[src/rtl/pksc_pkg.sv]
// Shared constants, types and tables of the password keyed stream cipher.
package pksc_pkg;

  localparam int unsigned STRETCH_ROUNDS = 20000;
  localparam int unsigned SR_W = 15;

  typedef enum logic [1:0] {
    F_PASS  = 2'd0,
    F_EMPTY = 2'd1,
    F_TEXT  = 2'd2,
    F_NONE  = 2'd3
  } func_e;

  typedef struct packed {
    logic init;
    logic absorb;
    logic pad_start;
    logic stretch_clr;
    logic stretch_go;
    logic key_load;
    logic encrypt;
  } cmd_t;

  typedef struct packed {
    logic busy;
    logic pad_done;
    logic stretch_end;
    logic key_ready;
  } stat_t;

  localparam logic [255:0] IV256 = {
    32'h6a09e667, 32'hbb67ae85, 32'h3c6ef372, 32'ha54ff53a,
    32'h510e527f, 32'h9b05688c, 32'h1f83d9ab, 32'h5be0cd19};

  localparam logic [511:0] IV512 = {
    64'h6a09e667f3bcc908, 64'hbb67ae8584caa73b, 64'h3c6ef372fe94f82b, 64'ha54ff53a5f1d36f1,
    64'h510e527fade682d1, 64'h9b05688c2b3e6c1f, 64'h1f83d9abfb41bd6b, 64'h5be0cd19137e2179};

  localparam logic [31:0] K256 [64] = '{
    32'h428a2f98,32'h71374491,32'hb5c0fbcf,32'he9b5dba5,32'h3956c25b,32'h59f111f1,32'h923f82a4,
    32'hab1c5ed5,32'hd807aa98,32'h12835b01,32'h243185be,32'h550c7dc3,32'h72be5d74,32'h80deb1fe,
    32'h9bdc06a7,32'hc19bf174,32'he49b69c1,32'hefbe4786,32'h0fc19dc6,32'h240ca1cc,32'h2de92c6f,
    32'h4a7484aa,32'h5cb0a9dc,32'h76f988da,32'h983e5152,32'ha831c66d,32'hb00327c8,32'hbf597fc7,
    32'hc6e00bf3,32'hd5a79147,32'h06ca6351,32'h14292967,32'h27b70a85,32'h2e1b2138,32'h4d2c6dfc,
    32'h53380d13,32'h650a7354,32'h766a0abb,32'h81c2c92e,32'h92722c85,32'ha2bfe8a1,32'ha81a664b,
    32'hc24b8b70,32'hc76c51a3,32'hd192e819,32'hd6990624,32'hf40e3585,32'h106aa070,32'h19a4c116,
    32'h1e376c08,32'h2748774c,32'h34b0bcb5,32'h391c0cb3,32'h4ed8aa4a,32'h5b9cca4f,32'h682e6ff3,
    32'h748f82ee,32'h78a5636f,32'h84c87814,32'h8cc70208,32'h90befffa,32'ha4506ceb,32'hbef9a3f7,
    32'hc67178f2};

  localparam logic [63:0] K512 [80] = '{
    64'h428a2f98d728ae22,64'h7137449123ef65cd,64'hb5c0fbcfec4d3b2f,64'he9b5dba58189dbbc,
    64'h3956c25bf348b538,64'h59f111f1b605d019,64'h923f82a4af194f9b,64'hab1c5ed5da6d8118,
    64'hd807aa98a3030242,64'h12835b0145706fbe,64'h243185be4ee4b28c,64'h550c7dc3d5ffb4e2,
    64'h72be5d74f27b896f,64'h80deb1fe3b1696b1,64'h9bdc06a725c71235,64'hc19bf174cf692694,
    64'he49b69c19ef14ad2,64'hefbe4786384f25e3,64'h0fc19dc68b8cd5b5,64'h240ca1cc77ac9c65,
    64'h2de92c6f592b0275,64'h4a7484aa6ea6e483,64'h5cb0a9dcbd41fbd4,64'h76f988da831153b5,
    64'h983e5152ee66dfab,64'ha831c66d2db43210,64'hb00327c898fb213f,64'hbf597fc7beef0ee4,
    64'hc6e00bf33da88fc2,64'hd5a79147930aa725,64'h06ca6351e003826f,64'h142929670a0e6e70,
    64'h27b70a8546d22ffc,64'h2e1b21385c26c926,64'h4d2c6dfc5ac42aed,64'h53380d139d95b3df,
    64'h650a73548baf63de,64'h766a0abb3c77b2a8,64'h81c2c92e47edaee6,64'h92722c851482353b,
    64'ha2bfe8a14cf10364,64'ha81a664bbc423001,64'hc24b8b70d0f89791,64'hc76c51a30654be30,
    64'hd192e819d6ef5218,64'hd69906245565a910,64'hf40e35855771202a,64'h106aa07032bbd1b8,
    64'h19a4c116b8d2d0c8,64'h1e376c085141ab53,64'h2748774cdf8eeb99,64'h34b0bcb5e19b48a8,
    64'h391c0cb3c5c95a63,64'h4ed8aa4ae3418acb,64'h5b9cca4f7763e373,64'h682e6ff3d6b2b8a3,
    64'h748f82ee5defb2fc,64'h78a5636f43172f60,64'h84c87814a1f0ab72,64'h8cc702081a6439ec,
    64'h90befffa23631e28,64'ha4506cebde82bde9,64'hbef9a3f7b2c67915,64'hc67178f2e372532b,
    64'hca273eceea26619c,64'hd186b8c721c0c207,64'heada7dd6cde0eb1e,64'hf57d4f7fee6ed178,
    64'h06f067aa72176fba,64'h0a637dc5a2c898a6,64'h113f9804bef90dae,64'h1b710b35131c471b,
    64'h28db77f523047d84,64'h32caab7b40c72493,64'h3c9ebe0a15c9bebc,64'h431d67c49c100d4c,
    64'h4cc5d4becb3e42b6,64'h597f299cfc657e2a,64'h5fcb6fab3ad6faec,64'h6c44198c4a475817};

endpackage

[src/rtl/pksc_ctrl.sv]
// Controller: request handshakes and key derivation sequencing.
module pksc_ctrl import pksc_pkg::*; (
  input  logic       clk_i,
  input  logic       rst_ni,
  input  logic       in_valid_i,
  output logic       in_ready_o,
  input  logic [1:0] func_i,
  input  logic       last_i,
  output logic       out_valid_o,
  input  logic       out_ready_i,
  input  stat_t      stat_i,
  output cmd_t       cmd_o
);

  typedef enum logic [4:0] {
    S_IDLE    = 5'b00001,
    S_WAIT    = 5'b00010,
    S_PAD     = 5'b00100,
    S_STRETCH = 5'b01000,
    S_KEY     = 5'b10000
  } state_e;

  state_e state_q, state_d;
  logic   open_q, open_d, last_q, last_d, oval_q, oval_d, acc;

  assign in_ready_o  = (state_q == S_IDLE) && (!oval_q || out_ready_i);
  assign acc         = in_valid_i && in_ready_o;
  assign out_valid_o = oval_q;

  always_comb begin
    state_d = state_q;
    open_d  = open_q;
    last_d  = last_q;
    oval_d  = oval_q && !out_ready_i;
    cmd_o   = '0;
    case (state_q)
      S_IDLE: begin
        if (acc) begin
          case (func_e'(func_i))
            F_PASS: begin
              cmd_o.init   = !open_q;
              cmd_o.absorb = 1'b1;
              open_d       = 1'b1;
              last_d       = last_i;
              state_d      = S_WAIT;
            end
            F_EMPTY: begin
              cmd_o.init      = 1'b1;
              cmd_o.pad_start = 1'b1;
              open_d          = 1'b1;
              state_d         = S_PAD;
            end
            F_TEXT: begin
              cmd_o.encrypt = 1'b1;
              oval_d        = 1'b1;
            end
            default: ;
          endcase
        end
      end
      S_WAIT: begin
        if (!stat_i.busy) begin
          if (last_q) begin
            cmd_o.pad_start = 1'b1;
            state_d         = S_PAD;
          end else begin
            state_d = S_IDLE;
          end
        end
      end
      S_PAD: begin
        if (stat_i.pad_done) begin
          cmd_o.stretch_clr = 1'b1;
          state_d           = S_STRETCH;
        end
      end
      S_STRETCH: begin
        if (!stat_i.busy) begin
          if (stat_i.stretch_end) state_d = S_KEY;
          else cmd_o.stretch_go = 1'b1;
        end
      end
      S_KEY: begin
        cmd_o.key_load = 1'b1;
        open_d         = 1'b0;
        state_d        = S_IDLE;
      end
      default: state_d = S_IDLE;
    endcase
  end

  always_ff @(posedge clk_i or negedge rst_ni) begin
    if (!rst_ni) begin
      state_q <= S_IDLE;
      open_q  <= 1'b0;
      last_q  <= 1'b0;
      oval_q  <= 1'b0;
    end else begin
      state_q <= state_d;
      open_q  <= open_d;
      last_q  <= last_d;
      oval_q  <= oval_d;
    end
  end

endmodule

[config.mk]
export PLATFORM = sky130hd
export DESIGN_NAME = pksc_ctrl
export DESIGN_NICKNAME = d
export VERILOG_FILES = /design/src/rtl/pksc_pkg.sv /design/src/rtl/pksc_ctrl.sv
export SDC_FILE = /design/constraint.sdc
export NUM_CORES = 1
export LEC_CHECK = 0
export BUFFER_PORTS_ARGS = -buffer_cell sky130_fd_sc_hd__clkbuf_2
export CORE_AREA = 3 3 40 42
export CTS_CLUSTER_SIZE = 12
export DETAILED_ROUTE_END_ITERATION = 8
export DIE_AREA = 0 0 43 45
export MAX_ROUTING_LAYER = met4
export PLACE_DENSITY = 0.7
export SLEW_MARGIN = 20
export SYNTH_ARGS = -nofsm -noshare
export SYNTH_HDL_FRONTEND = slang
export SYNTH_SLANG_ARGS = --single-unit
export TNS_END_PERCENT = 1
[constraint.sdc]
create_clock -name clk_i -period 2.7 [get_ports clk_i]
set_input_delay 0.135 -clock clk_i [delete_from_list [all_inputs] [get_ports clk_i]]
set_output_delay 0.135 -clock clk_i [all_outputs]
set_load 0.01 [all_outputs]
==> qor.csv <==
stage,metric,value,unit
min_path,Hold EP,state_q[2]$_DFFE_PN0P_,
layout,Reg area,201,µm²
power_and_ir_drop,Peak VDD IR,0.413,mV
power_and_ir_drop,share of power burned in registers,0.381,
detailed_routing,drt pass-1 iters,4,
synth,synth top area cells,"dfrtp_1, nor2_1, dfstp_2",
critical_path,crit end category,primary output,
detailed_routing,wire per inst,13.0,µm
flow_run,Max Cap Viol,0,
grt,vias in the first global route,468,
floorplan,Initial Util,0.413,
layout,fillcell total,128,
detailed_routing,vias per cell,5.19,
floorplan,die area,1940,µm²
synth,Yosys top cell area share,0.330,
place,gpl congestion,0.803,
synth,Synth area leader,dfrtp_1,
sta,Setup Viol. Count Final,0,
grt,first-pass GRT wire length,2000,µm
critical_path,data arrival time of the critical path,2.03,ns
critical_path,worst r2r src,state_q[0]$_DFFE_PN1P_,
sta,Clock Skew,0.00756,ns
clock_network,TritonCTS clock tree,built,
grt,grt ovf,0,
sta,RSZ-0062 raised after global routing,no,
layout,P&R area growth vs syn,25.2,%
sta,Hold Slack,0.0941,ns
critical_path,reg2reg path depth,4,
clock_network,clock sinks,8,
sta,Final Max Slew Viols,0,
place,Port-buffer cells,18,
critical_path,Critical Path Fanout Max,7,
synth,Post-synth EDFFs,0,
detailed_routing,DRC viols,0,
layout,area of the multi-input gates,299,µm²
synth,cell area after synthesis,531,µm²
sta,FMAX,462,MHz
floorplan,Top Ports,20,
power_and_ir_drop,NetSw,183,µW
detailed_routing,via count,483,
critical_path,WS Path Type,register to primary output,
grt,initial antenna violation count,0,
detailed_routing,1st-iter DRT viols,4,
detailed_routing,Detailed Route WL,1210,µm
sta,Max-slew headroom,0.649,
synth,register area share after synthesis,0.380,
critical_path,reg2reg setup slack,0.67,ns
synth,Synthesis Warnings,0,
power_and_ir_drop,Sw Ratio,0.366,
synth,"FF+latch count, synth",8,
sta,Final Hold Viols,0,
floorplan,Die Wd,43,µm
place,pre-CTS setup slack,0.652,ns
clock_network,Num CTS Buffers,3,
synth,ys async rst share,1.00,
sta,Fin Setup TNS,0,ns
synth,Commonest cells post-synth,"nor2_1, dfrtp_1, inv_1",
synth,"Distinct cells, synth",33,
clock_network,Skew-Pair Late Insertion Delay,0.26,ns
min_path,Hold Crit Depth,2,
power_and_ir_drop,power share of the clock group,0.201,
clock_network,Root Buffer,clkbuf_4,
grt,largest net degree at the start of global routing,11,
clock_network,H-tree levels,1,
grt,gr usage total,0.145,
clock_network,post-CTS repair timing setup buffer count,0,
sta,fin crit share,0.802,
synth,prevailing post-synth register cell,dfrtp_1,
detailed_routing,antenna-violating nets left,0,
layout,Post-layout nets,90,
place,Post-DP HPWL,969,µm
synth,Synth Area per Inst,9.47,µm²
clock_network,Clock Path Buffers,2,
floorplan,Die Ht,45,µm
power_and_ir_drop,Int Pwr,318,µW
critical_path,Worst setup startpoint,state_q[0]$_DFFE_PN1P_,
floorplan,row count,13,
synth,cell count after synthesis,56,
floorplan,Core ar.,1280,µm²
min_path,worst hold path type,primary input to register,
layout,layout cells sized above 1,0.410,
clock_network,clock-pin transition on the worst setup and hold timing paths,0.05,ns
power_and_ir_drop,leakage power total,0.358,nW
sta,setup ws final,0.536,ns
power_and_ir_drop,PD cells,755,nW/µm²
critical_path,"Req. time, crit path",2.57,ns
sta,worst slew pin tran,0.521,ns
status,run status,"finished, final reports clean",
layout,fin area,664,µm²
min_path,hold path start,stat_i[2],
sta,Tmin final,2.16,ns
synth,cell with the most instances after synthesis,nor2_1,
synth,syn nets,67,
place,Placed Area,628,µm²
critical_path,Reg2Reg Capture Point,last_q$_DFFE_PN0P_,
power_and_ir_drop,combinational power share,0.418,
layout,antenna cell count,0,
critical_path,Startpoint Class,register,
-- placed cells by master (no fill, tap or decap), types with 2 or more instances in the layout --
| cell type | synthesis | final |
|---|---|---|
| inv_1 | 5 | 5 |
| o21bai_1 | 2 | 2 |
| and3_1 | 2 | 2 |
| nor2_1 | 9 | 9 |
| clkbuf_4 | 0 | 3 |
| nand2_1 | 2 | 2 |
| xor2_1 | 2 | 2 |
| o21ai_0 | 2 | 2 |
| dfrtp_1 | 7 | 7 |
| clkbuf_2 | 0 | 18 |
-- worst max-delay path: stages, from the launching register on --
cell and delay [ns]:
dfstp_2 0.58, or4b_4 0.49, nor4_4 0.35, a21boi_0 0.20
clkbuf_2 0.15
-- power by group through the flow --
stage	Clock (mW)	Combinational [mW]	Sequential (mW)
floorplan	0	0.165	0.180
global placement	0	0.204	0.191
detailed placement	0	0.211	0.194
CTS	0.105	0.212	0.192
global route	0.111	0.234	0.196
finish	0.101	0.210	0.191
-- per-stage QoR --
| stage | power [mW] | utilization | std cells |
|---|---|---|---|
| 6_report | 0.502 | 0.517 | 93 |
| 4_1_cts | 0.509 | 0.517 | 93 |
| 3_3_place_gp | 0.395 | 0.489 | 88 |
| 2_1_floorplan | 0.345 | - | 56 |
| 3_5_place_dp | 0.405 | 0.489 | 88 |
| 5_1_grt | 0.541 | 0.517 | 93 |
-- routing by layer --
layer	global-route usage	part of all wire
met5	-	0
met4	0.0723	0.013
met3	0.0478	0.038
met1	0.172	0.45
met2	0.222	0.50
-- area by class of cell --
cell class,instances,share of cell area
multi-input cells,42,0.450
inverters,5,0.0282
flip-flops and latches,8,0.303
repair buffers,19,0.151
clock buffers,4,0.0395
well taps,15,0.0282
-- flip-flops by register name (all words and copies together), names as in the netlist --
signal and cells:
open_q 1, state_q 5, out_valid_o 1, last_q 1
-- what timing repair did --
action                                 in CTS  in global routing
hold buffers                                1                  0
gates resized for setup                     0                  0
endpoints found under the hold margin       8                  0
-- logic make-up after synthesis --
group                  count (synthesis)  synth area share
AO/OA/AOI/OAI                         14             0.186
XOR/XNOR                               2            0.0330
buffers and inverters                  6            0.0566
flip-flops                             8             0.380
multiplexers                           1            0.0283
AND/OR/NAND/NOR                       25             0.316
-- worst max-delay path by stage --
stage / endpoint / slack [ns] / cells past startpoint
detailed placement: last_q$_DFFE_PN0P_ / 0.65 / 4
global route: cmd_o[6] / 0.38 / 4
CTS: cmd_o[6] / 0.51 / 4
floorplan: last_q$_DFFE_PN0P_ / 0.75 / 4
finish: cmd_o[6] / 0.54 / 4
global placement: last_q$_DFFE_PN0P_ / 0.67 / 4
No activity file was read; power rests on OpenSTA's default activity.
